==> src/rtl/dsp_ram.sv <==
// generic single write port, single read port ram with registered read
module dsp_ram #(
	parameter int WIDTH = 8,
	parameter int DEPTH = 64
) (
	input  logic                     clk,
	input  logic                     wr_en,
	input  logic [$clog2(DEPTH)-1:0] wr_addr,
	input  logic [WIDTH-1:0]         wr_data,
	input  logic                     rd_en,
	input  logic [$clog2(DEPTH)-1:0] rd_addr,
	output logic [WIDTH-1:0]         rd_data
);

	logic [WIDTH-1:0] mem_q [DEPTH];

	always_ff @(posedge clk) begin
		if (wr_en) begin
			mem_q[wr_addr] <= wr_data;
		end
		if (rd_en) begin
			rd_data <= mem_q[rd_addr];
		end
	end

endmodule
==> config.mk <==
export PLATFORM = sky130hd
export DESIGN_NAME = dsp_ram
export DESIGN_NICKNAME = d
export VERILOG_FILES = /design/src/rtl/dsp_ram.sv
export SDC_FILE = /design/constraint.sdc
export NUM_CORES = 1
export LEC_CHECK = 0
export ABC_AREA = 1
export BUFFER_PORTS_ARGS = -buffer_cell sky130_fd_sc_hd__buf_2
export CORE_ASPECT_RATIO = 0.6
export CORE_MARGIN = 5
export CORE_UTILIZATION = 45
export DETAILED_ROUTE_END_ITERATION = 10
export PLACE_DENSITY = 0.58
export SLEW_MARGIN = 0
export SYNTH_ARGS = -nofsm -noshare
export SYNTH_HDL_FRONTEND = slang
export SYNTH_SLANG_ARGS = --single-unit
==> constraint.sdc <==
create_clock -name clk -period 2.3 [get_ports clk]
set_input_delay 0.115 -clock clk [delete_from_list [all_inputs] [get_ports clk]]
set_output_delay 0.115 -clock clk [all_outputs]
set_load 0.02 [all_outputs]
==> results of run 1 <==
==> area by class of cell <==
cell class | count | area [µm²]
fill | 4037 | 22400
clock buffer | 60 | 1270
inverter | 12 | 52.6
timing repair buffer | 148 | 1340
multi-input combinational | 1160 | 4950
sequential | 520 | 15600
clock inverter | 26 | 268
tap | 630 | 788
==> stage by stage <==
stage | power, µW | hold WS, ps | util | cells
6_report | 19900 | 38.8 | 0.520 | 2556
5_1_grt | 20600 | 60.1 | 0.520 | 2556
4_1_cts | 20000 | 36.1 | 0.520 | 2556
3_5_place_dp | 12100 | 520 | 0.486 | 2468
3_3_place_gp | 12100 | 516 | 0.486 | 2468
2_1_floorplan | 11500 | 214 | - | 1805
==> flip-flops by register name (all words and copies together) (netlist names) <==
signal   cells
rd_data      8
mem_q      512
==> Yosys cell counts <==
master    count  share of area
nand4_1       9         0.0026
buf_8         2         0.0014
inv_6         1        0.00041
buf_2        37         0.0086
clkbuf_1     15         0.0026
inv_1        10         0.0018
edfxtp_1    520           0.73
nand3_1     439           0.10
nand2_1     648           0.11
nor4_1        8         0.0023
buf_1        10         0.0018
buf_6        35          0.018
buf_4        14         0.0049
inv_2         1        0.00018
nor2_1       56         0.0098
==> logic make-up (layout without fill, tap and decap cells) <==
logic type             count (synthesis)  in the layout  share of synthesized area
DFF                                  520            520                      0.729
and+or+nand+nor                     1160           1160                      0.231
buffers and inverters                125            246                     0.0401
==> power breakdown <==
part	switching (µW)	leakage, µW	internal (µW)
clock	3470	0.000748	4570
combinational	997	0.00341	361
sequential	22.8	0.00469	10500
total	4490	0.00884	15400
==> critical path: stages, from the launching register on <==
cell and delay, ps:
edfxtp_1 370, nand2_1 70, nand3_1 100, nand3_1 160, nand2_1 110, nand2_1 70
nand3_1 200, nand3_1 180, nand2_1 60
==> what timing repair did <==
item / in CTS / in global routing
setup endpoints to repair: 0 / 0
hold endpoints to repair: 20 / 0
hold buffers: 2 / 0
==> metal layers <==
layer	up-vias	track usage	share of wire
li1	6520	-	-
met2	648	0.315	0.41
met5	-	0	0
met1	6924	0.351	0.47
met3	84	0.0604	0.10
met4	0	0.0384	0.017
==> how the worst max path moves through the flow <==
stage,slack [ps],from,to,cells after the start
finish,720,mem_q[51][1]$_DFFE_PP_,rd_data[1]$_DFFE_PP_,8
global route,580,mem_q[50][1]$_DFFE_PP_,rd_data[1]$_DFFE_PP_,8
CTS,730,mem_q[51][1]$_DFFE_PP_,rd_data[1]$_DFFE_PP_,8
detailed placement,290,rd_addr[1],rd_data[7]$_DFFE_PP_,11
global placement,250,rd_addr[1],rd_data[7]$_DFFE_PP_,11
floorplan,420,wr_en,mem_q[48][0]$_DFFE_PP_,3
==> summary.md, run 1 <==
| Metric | Value |
|---|---|
| Final WS setup | 718 ps |
| Initial antenna violation count | 2 |
| Final Routed Wirelength | 58.2 mm |
| R2r worst-path depth | 8 |
| Antenna-violating nets left | 0 |
| Setup Viol. Count Final | 0 |
| Worst-Margin Slew | 1270 ps |
| Period utilisation layout | 0.688 |
| Num ports | 31 |
| Fin. Hold Viols | 0 |
| Worst Hold Depth | 2 |
| Worst hold start | wr_data[4] |
| Port Buffers | 30 |
| Post-Synthesis Net Count | 1,828 |
| Clock Path Buffers | 3 |
| Full die area | 0.0522 mm² |
| Die Span X | 292 µm |
| Synth warnings | 0 |
| R2R Path Start | mem_q[51][1]$_DFFE_PP_ |
| Mapped Cells | 1,805 |
| Root Buffer | clkbuf_16 |
| Nets | 1,914 |
| Per-cell routed wire length | 22.8 µm |
| Clock sinks | 520 |
| Post-DP HPWL | 35.0 mm |
| Setup bufs post-CTS | 0 |
| Via density | 5.55 |
| Initial core utilization | 0.459 |
| CP required | 2610 ps |
| Global route overflow | 0 |
| Worst r2r dst | rd_data[1]$_DFFE_PP_ |
| Routability Congestion | 0.877 |
| R2R Setup Slk | 720 ps |
| CTS resizes | 0 |
| Slew Viols, Final | 0 |
| Worst Hold Class | in -> reg |
| WP data arrival | 1900 ps |
| WS Path Type | reg -> reg |
| Skew-Pair Late Insertion Delay | 560 ps |
| Initial DRC Count | 1,681 |
| Final min period | 1580 ps |
| Cell area after synthesis | 0.0214 mm² |
| Slew margin rel. | 0.151 |
| Commonest non-fill, non-tap cell in the layout | nand2_1 |
| Yosys cell types | 15 |
| Post-synthesis sequential area ratio | 0.729 |
| Fmax | 0.632 GHz |
| Synth Area per Inst | 11.9 µm² |
| LEAKAGE | 0.00884 µW |
| # diodes | 0 |
| Std-Cell Rows | 61 |
| Area Growth Syn to Fin | 13.3% |
| Worst setup SP type | register |
| RSZ-0062 raised after global routing | false |
| #FFs+latches synth | 520 |
| Total GRT Usage | 0.223 |
| Commonest non-fill, non-tap cells in the layout | nand2_1 (648), edfxtp_1 (520), nand3_1 (439) |
| Setup tns final | 0 ps |
| Max rail drop VDD | 547 µV |
| Via count | 14,200 |
| Worst Skew | 10.9 ps |
| Number of global-route vias before repair | 13,500 |
| H-tree Lvls | 2 |
| Die H | 179 µm |
| Critical Path Fanout Max | 1 |
| Residual DRC | 0 |
| Max-cap violations | 0 |
| Largest net degree at the start of global routing | 127 |
| Cell Pwr Density | 820 mW/mm² |
| Design area | 0.0243 mm² |
| TritonCTS Buffers | 49 |
| Dpl ws | 289 ps |
| Core area | 0.0467 mm² |
| Placed inst area | 0.0227 mm² |
| CTS tree | built |
| Share of cells above drive strength 1 | 0.110 |
| Crit. End Element | register |
| Clock Pin Slew Worst Setup and Hold Paths | 60 ps |
| First-pass GRT wire length | 88.0 mm |
| First-pass iteration count of the detailed router | 6 |
| Status | completed |
| WHS Endpoint | mem_q[51][4]$_DFFE_PP_ |
(Power assumes the default switching activity.)
==> inputs of run 2 (changes only) <==
PLACE_DENSITY = 0.6   (was 0.58)
clock period = 1.4 ns   (was 2.3 ns; I/O delays follow)
==> run 2 against run 1 <==
Against the previous run: final cell count is 1.7% higher; worst hold slack got worse by 18 ps; sequential power is 65% higher; core utilization grew 2.8 points; clock skew grew 17 ps; power up 60%; setup slack worse by 700 ps; final area grew 5.4%; sequential cell count is the same; global-route usage decreased by 0.40 points; register-to-register slack got worse by 700 ps; via count rose by 1.4%; critical path type unchanged; critical endpoint is now rd_data[2]$_DFFE_PP_; largest cell class unchanged; largest power group unchanged.
==> summary.md, run 2 (same netlist as run 1, synthesis figures left out) <==
| Metric | Value |
|---|---|
| Cell Chain, Critical Path | nand2_1 -> nand3_1 -> nand3_1 -> nand2_2 -> nand2_1 -> nand3_2 -> nand3_2 -> nand2_1 |
| R2R Setup Slk | 20 ps (-700 ps) |
| Number of buffers and inverters on the critical path | 0 (unchanged) |
| Design area | 0.0256 mm² (+5.4%) |
| First-pass iteration count of the detailed router | 6 (unchanged) |
| CP peak stage delay | 350 ps (-20 ps) |
| Total GRT Usage | 0.219 (-0.00399) |
| Final Routed Wirelength | 57.7 mm (-0.86%) |
| Fin. Hold Viols | 0 (unchanged) |
| Per-cell routed wire length | 22.2 µm (-2.5%) |
| Comb pwr share | 0.081 (+0.013) |
| Critical Path Fanout Max | 1 (unchanged) |
| Period utilisation layout | 0.988 (+0.300) |
| Clock Path Buffers | 3 (unchanged) |
| Largest net degree at the start of global routing | 66 (-48%) |
| Post-Route M1 WL | 26.2 mm (-4.0%) |
| First-pass GRT wire length | 86.1 mm (-2.1%) |
| Via density | 5.53 (-0.30%) |
| H-tree Lvls | 2 (unchanged) |
| Clock sinks | 520 (unchanged) |
| CTS tree | built |
| Setup Viol. Count Final | 0 (unchanged) |
| Top flop regs | mem_q: 512 flops, rd_data: 8 flops |
| Flop pwr share | 0.542 (+0.013) |
| CP top delay family | simple AND/OR/NAND/NOR gates |
| Worst Skew | 27.6 ps (+16.6 ps) |
| Max rail drop VDD | 989 µV (+81%) |
| Die H | 179 µm (unchanged) |
| Slew margin rel. | 0.526 (+0.375) |
| Initial core utilization | 0.459 (unchanged) |
| Cell mode on critical path | nand2_1 |
| Root Buffer | clkbuf_16 |
| Area Growth Syn to Fin | 19.5% |
| Full die area | 0.0522 mm² (unchanged) |
| Top Layer Used | met4 |
| FILL cells | 3,933 (-2.6%) |
| Fmax | 0.723 GHz (+14%) |
| Routability Congestion | 0.867 (-1.2%) |
| Final min period | 1380 ps (-199 ps) |
| WS Path Type | reg -> reg |
| Commonest non-fill, non-tap cell in the layout | nand2_1 |
| Switching share of total power | 0.230 (+0.00476) |
| Number of global-route vias before repair | 13,500 (+0.42%) |
| WL met2 | 24.8 mm (+3.0%) |
| Via count | 14,400 (+1.4%) |
| Port Buffers | 30 (unchanged) |
| Core area | 0.0467 mm² (unchanged) |
| LEAKAGE | 0.00928 µW (+4.9%) |
| Antenna-violating nets left | 0 (unchanged) |
| Skew-Pair Late Insertion Delay | 570 ps (about the same) |
| Psw | 7340 µW (+64%) |
| Status | completed |
| Nets | 1,958 (+2.3%) |
| Placed inst area | 0.0236 mm² (+4.0%) |
| Slew Viols, Final | 0 (unchanged) |
| Commonest non-fill, non-tap cells in the layout | nand2_1 (603), edfxtp_1 (520), nand3_1 (361) |
| Dpl ws | -376 ps (-665 ps) |
| Die Span X | 292 µm (unchanged) |
| Global route overflow | 0 (unchanged) |
| Initial DRC Count | 1,658 (-1.4%) |
| CP max stage cell | edfxtp_1 |
| Met3 WL | 5.70 mm (-3.0%) |
| Num ports | 31 (unchanged) |
| Share of cells above drive strength 1 | 0.211 (+0.101) |
| Max-cap violations | 0 (unchanged) |
| Biggest register | mem_q |
| Worst-Margin Slew | 710 ps (-561 ps) |
| Initial antenna violation count | 0 (-2) |
| Post-DP HPWL | 35.9 mm (+2.5%) |
| Residual DRC | 0 (unchanged) |
| Clock Pin Slew Worst Setup and Hold Paths | 70 ps (about the same) |
| Clock Power Share | 0.376 (-0.027) |
| WP data arrival | 1690 ps (-210 ps) |
| Worst Hold Class | in -> reg |
| TritonCTS Buffers | 46 (-6.1%) |
| Crit. End Element | register |
| # diodes | 0 (unchanged) |
| RSZ-0062 raised after global routing | true |
| CP required | 1710 ps (-900 ps) |
| Std-Cell Rows | 61 (unchanged) |
| Final WS setup | 16.9 ps (-701 ps) |
| Setup bufs post-CTS | 0 (unchanged) |
| P_int | 24,600 µW (+59%) |
| Max FFs per register | 512 (unchanged) |
| Worst setup SP type | register |
| Cell Pwr Density | 1250 mW/mm² (+52%) |
run 2: layout make-up:
| class | count | area [µm²] | area share |
|---|---|---|---|
| repair buffers | 195 | 2100 | 0.0819 |
| clock buffers | 56 | 1210 | 0.0473 |
| flip-flops and latches | 520 | 15600 | 0.610 |
| multi-input cells | 1160 | 5660 | 0.221 |
| clock inverters | 26 | 170 | 0.00665 |
| inverters | 12 | 56.3 | 0.00220 |
| well taps | 630 | 788 | 0.0308 |
run 2: timing repair:
item / CTS / global route
pin swaps: 0 / 24
hold buffers: 3 / 0
resized for setup: 22 / 108
hold endpoints to repair: 23 / 0
setup endpoints to repair: 7 / 8
run 2: power by group through the flow:
stage / logic [µW] / registers (µW) / clock network [µW]
final: 2600 / 17300 / 12000
after global routing: 2800 / 17300 / 12900
after global placement: 2370 / 17600 / 0
after CTS: 2440 / 17300 / 12200
after floorplan: 1250 / 17700 / 0
after detailed placement: 2390 / 17600 / 0
run 2: stage by stage:
step,setup TNS (ps),total power [µW],utilization,hold WS [ps],cells
5_1_grt,-153,33000,0.548,7.69,2599
3_5_place_dp,-8330,20000,0.506,462,2514
6_report,0,31900,0.548,20.4,2599
4_1_cts,-0.118,32000,0.538,10.3,2599
2_1_floorplan,-51230,18900,-,169,1805
3_3_place_gp,-10280,20000,0.506,459,2514
run 2: per-layer routing:
layer | up-vias | global-route usage
li1 | 6621 | -
met1 | 7008 | 0.345
met2 | 667 | 0.316
met3 | 75 | 0.0479
met4 | 0 | 0.0430
met5 | - | 0
run 2: path summary, 6_finish.rpt:
path / endpoint / depth (start not counted) / from
worst max-delay path: rd_data[2]$_DFFE_PP_ / 8 / mem_q[51][2]$_DFFE_PP_
worst min-delay path: mem_q[55][0]$_DFFE_PP_ / 2 / wr_data[0]
worst min register to register: rd_data[0]$_DFFE_PP_ / 8 / mem_q[44][0]$_DFFE_PP_
worst max register to register: rd_data[2]$_DFFE_PP_ / 8 / mem_q[51][2]$_DFFE_PP_
==> inputs of run 3 (changes only) <==
ABC_AREA = default   (was 1)
PLACE_DENSITY = 0.61   (was 0.6)
==> run 3 against run 2 <==
Against the previous run: the flow now finishes with violations (negative setup slack); area after synthesis decreased by 5.5%; wire length decreased by 15%; sequential share of layout area increased by 1.4 points; non-clock buffer count increased by 40; clock skew decreased by 7.5 ps; combinational power decreased by 19%; sequential power about the same; setup slack got worse by 600 ps; critical path type unchanged; critical endpoint is now rd_data[5]$_DFFE_PP_; worst hold slack improved by 30 ps; fmax decreased by 30%; count of clock-buffer cells in the layout decreased by 1.
==> summary.md, run 3 <==
| Metric | Value |
|---|---|
| Initial DRC Count | 1,247 (-25%) |
| Root Buffer | clkbuf_16 |
| TritonCTS Buffers | 47 (+2.2%) |
| Critical Path Fanout Max | 1 (unchanged) |
| Mapped Cells | 940 (-48%) |
| Synth area leader | edfxtp_1 |
| Synth area leaders | edfxtp_1 (77%), mux4_2 (14%), nor2_1 (1.5%) |
| Max FFs per register | 512 (unchanged) |
| Post-DP HPWL | 32.4 mm (-9.6%) |
| Clock Path Buffers | 3 (unchanged) |
| H-tree Lvls | 2 (unchanged) |
| Post-synth EDFFs | 520 (unchanged) |
| Cell Pwr Density | 1300 mW/mm² (+4.6%) |
| FILL cells | 3,319 (-16%) |
| Core area | 0.0447 mm² (-4.4%) |
| Post-Synthesis Net Count | 963 (-47%) |
| Residual DRC | 0 (unchanged) |
| Port Buffers | 30 (unchanged) |
| Crit. End Element | register |
| CTS tree | built |
| Final WS setup | -588 ps (-605 ps) |
| Per-cell routed wire length | 27.2 µm (+22%) |
| Die H | 174 µm (-2.6%) |
| Nets | 1,196 (-39%) |
| Yosys cell types | 39 (+24) |
| Commonest non-fill, non-tap cells in the layout | edfxtp_1 (520), buf_4 (153), mux4_2 (126) |
| Clock sinks | 520 (unchanged) |
| Comb pwr share | 0.065 (-0.016) |
| First-pass GRT wire length | 72.1 mm (-16%) |
| Area Growth Syn to Fin | 23.6% |
| Max-cap violations | 0 (unchanged) |
| GR Layer Usage met1 | 0.324 (-0.0207) |
| Worst-Margin Slew | 1180 ps (+471 ps) |
| Setup Viol. Count Final | 8 (+8) |
| Commonest non-fill, non-tap cell in the layout | edfxtp_1 |
| Slew Viols, Final | 0 (unchanged) |
| Skew-Pair Late Insertion Delay | 570 ps (about the same) |
| Num ports | 31 (unchanged) |
| Dpl ws | -871 ps (-495 ps) |
| Synth warnings | 0 (unchanged) |
| R2R Path Start | mem_q[50][5]$_DFFE_PP_ |
| Initial core utilization | 0.453 (-0.00528) |
| Status | finished with violations |
| Cell area after synthesis | 0.0202 mm² (-5.5%) |
| Synth Area per Inst | 21.5 µm² (+82%) |
| Switching share of total power | 0.212 (-0.0176) |
| Number of global-route vias before repair | 10,400 (-23%) |
| WP data arrival | 2280 ps (+590 ps) |
| Worst setup SP type | register |
| First-pass iteration count of the detailed router | 5 (-1) |
| Worst Skew | 20.1 ps (-7.47 ps) |
| Setup bufs post-CTS | 0 (unchanged) |
| Std-Cell Rows | 60 (-1.6%) |
| Period utilisation layout | 1.42 (+0.432) |
| Async set-reset flop share out of synthesis | 0 (unchanged) |
| Most common cell in the synthesized netlist | edfxtp_1 |
| GR Layer Usage met3 | 0.0468 (-0.00112) |
| Initial antenna violation count | 0 (unchanged) |
| Failing checks | negative setup slack |
| Top FF cell, synth | edfxtp_1 |
| Largest net degree at the start of global routing | 65 (-1.5%) |
| LEAKAGE | 0.00814 µW (-12%) |
| Synth top cells by count | edfxtp_1 (520), mux4_2 (126), nor2_1 (83) |
| GR peak layer | met1 |
| Top cell type's share of synthesized area | 0.771 (+0.0422) |
| Psw | 6930 µW (-5.6%) |
| WS Path Type | reg -> reg |
| Total GRT Usage | 0.199 (-0.0202) |
| Crit path launch | mem_q[50][5]$_DFFE_PP_ |
| Top flop regs | mem_q: 512 flops, rd_data: 8 flops |
| Fin. Hold Viols | 0 (unchanged) |
| P_int | 25,700 µW (+4.6%) |
| Layout Utilization | 0.560 (+0.0123) |
| Worst hold start | rd_addr[5] |
| RSZ-0062 raised after global routing | true |
| Max rail drop VDD | 1030 µV (+4.5%) |
| #FFs+latches synth | 520 (unchanged) |
| Clock Power Share | 0.405 (+0.029) |
| Final Routed Wirelength | 49.0 mm (-15%) |
| Biggest register | mem_q |
| Die Span X | 284 µm (-2.7%) |
| Via density | 5.69 (+3.0%) |
| Slew margin rel. | 0.213 (-0.314) |
| Fmax | 0.503 GHz (-30%) |
| Flop pwr share | 0.530 (-0.012) |
| Post-synthesis sequential area ratio | 0.771 (+0.0422) |
| Full die area | 0.0495 mm² (-5.2%) |
| CP required | 1690 ps (-20 ps) |
| Share of cells above drive strength 1 | 0.417 (+0.206) |
| Antenna-violating nets left | 0 (unchanged) |
| Worst Hold Class | in -> reg |
| Clock Pin Slew Worst Setup and Hold Paths | 70 ps (about the same) |
| Grt met2 use | 0.273 (-0.0422) |
| Via count | 10,300 (-29%) |
| Global route overflow | 0 (unchanged) |
| Final min period | 1990 ps (+605 ps) |
| Routability Congestion | 0.829 (-4.4%) |
-- run 3: changes by cell type after synthesis, sizes merged, moves of 8 or more --
cell	previous run	this run
nand2	648	19
buf	98	34
o22ai	0	8
o221ai	0	8
mux2i	0	23
nand3	439	13
mux4	0	126
mux2	0	13
inv	12	0
nor2	56	83
nor2b	0	14
-- run 3: worst max-delay path: stages, from the launching register on --
cell and delay [ps]:
edfxtp_1 390, mux4_2 530, mux4_2 520, o21ai_2 170, o41ai_1 110
-- run 3: area by class of cell --
class,count,area [µm²],area share
Multi-Input combinational cell,369,4740,0.189
Timing Repair Buffer,235,2360,0.0943
Antenna cell,2,5.00,0.000200
Clock buffer,55,1250,0.0499
Tap cell,589,737,0.0295
Sequential cell,520,15600,0.624
Clock inverter,32,320,0.0128
-- run 3: stage by stage --
stage | power (µW) | hold WS [ps] | std cells | setup TNS (ps) | instance area [µm²]
floorplan | 18600 | 169 | 940 | -24280 | 20600
global placement | 19700 | 457 | 1711 | -11650 | 23300
detailed placement | 19700 | 455 | 1711 | -16350 | 23300
CTS | 32900 | 16.4 | 1800 | -4210 | 25000
global route | 33700 | 52.2 | 1800 | -4590 | 25000
finish | 32600 | 50.3 | 1802 | -4240 | 25000
-- run 3: power groups by stage --
stage | registers, µW | logic [µW] | clock network (µW)
floorplan | 17600 | 987 | 0
global placement | 17600 | 2020 | 0
detailed placement | 17600 | 2050 | 0
CTS | 17300 | 2090 | 13500
global route | 17300 | 2240 | 14200
finish | 17300 | 2100 | 13200
-- run 3: timing repair --
action	in CTS	in global routing
resized for setup	19	9
endpoints found under the setup margin	8	8
pin swaps	3	2
hold buffers	2	0
endpoints found under the hold margin	23	0
-- run 3: per-layer routing --
layer	routed length (µm)	part of all wire	up-vias
met1	23700	0.48	5437
met4	940	0.019	0
li1	-	-	4406
met3	3640	0.074	66
met2	20700	0.42	352
met5	0	0	-
-- run 3: logic make-up (layout without fill, tap and decap cells) --
logic type             Yosys count  in the layout  synth area share
DFF                            520            520             0.771
muxes                          162            162             0.159
and+or+nand+nor                153            153            0.0337
AOI/OAI and AO/OA               54             54            0.0206
buffers and inverters           51            322            0.0156
other                            0              2                 0
-- run 3: worst paths after layout --
check                         end  slack (ps)  depth (start not counted)
max          rd_data[5]$_DFFE_PP_        -590                          4
min          rd_data[4]$_DFFE_PP_          50                          3
min reg2reg  rd_data[6]$_DFFE_PP_         940                          3
max reg2reg  rd_data[5]$_DFFE_PP_        -590                          4
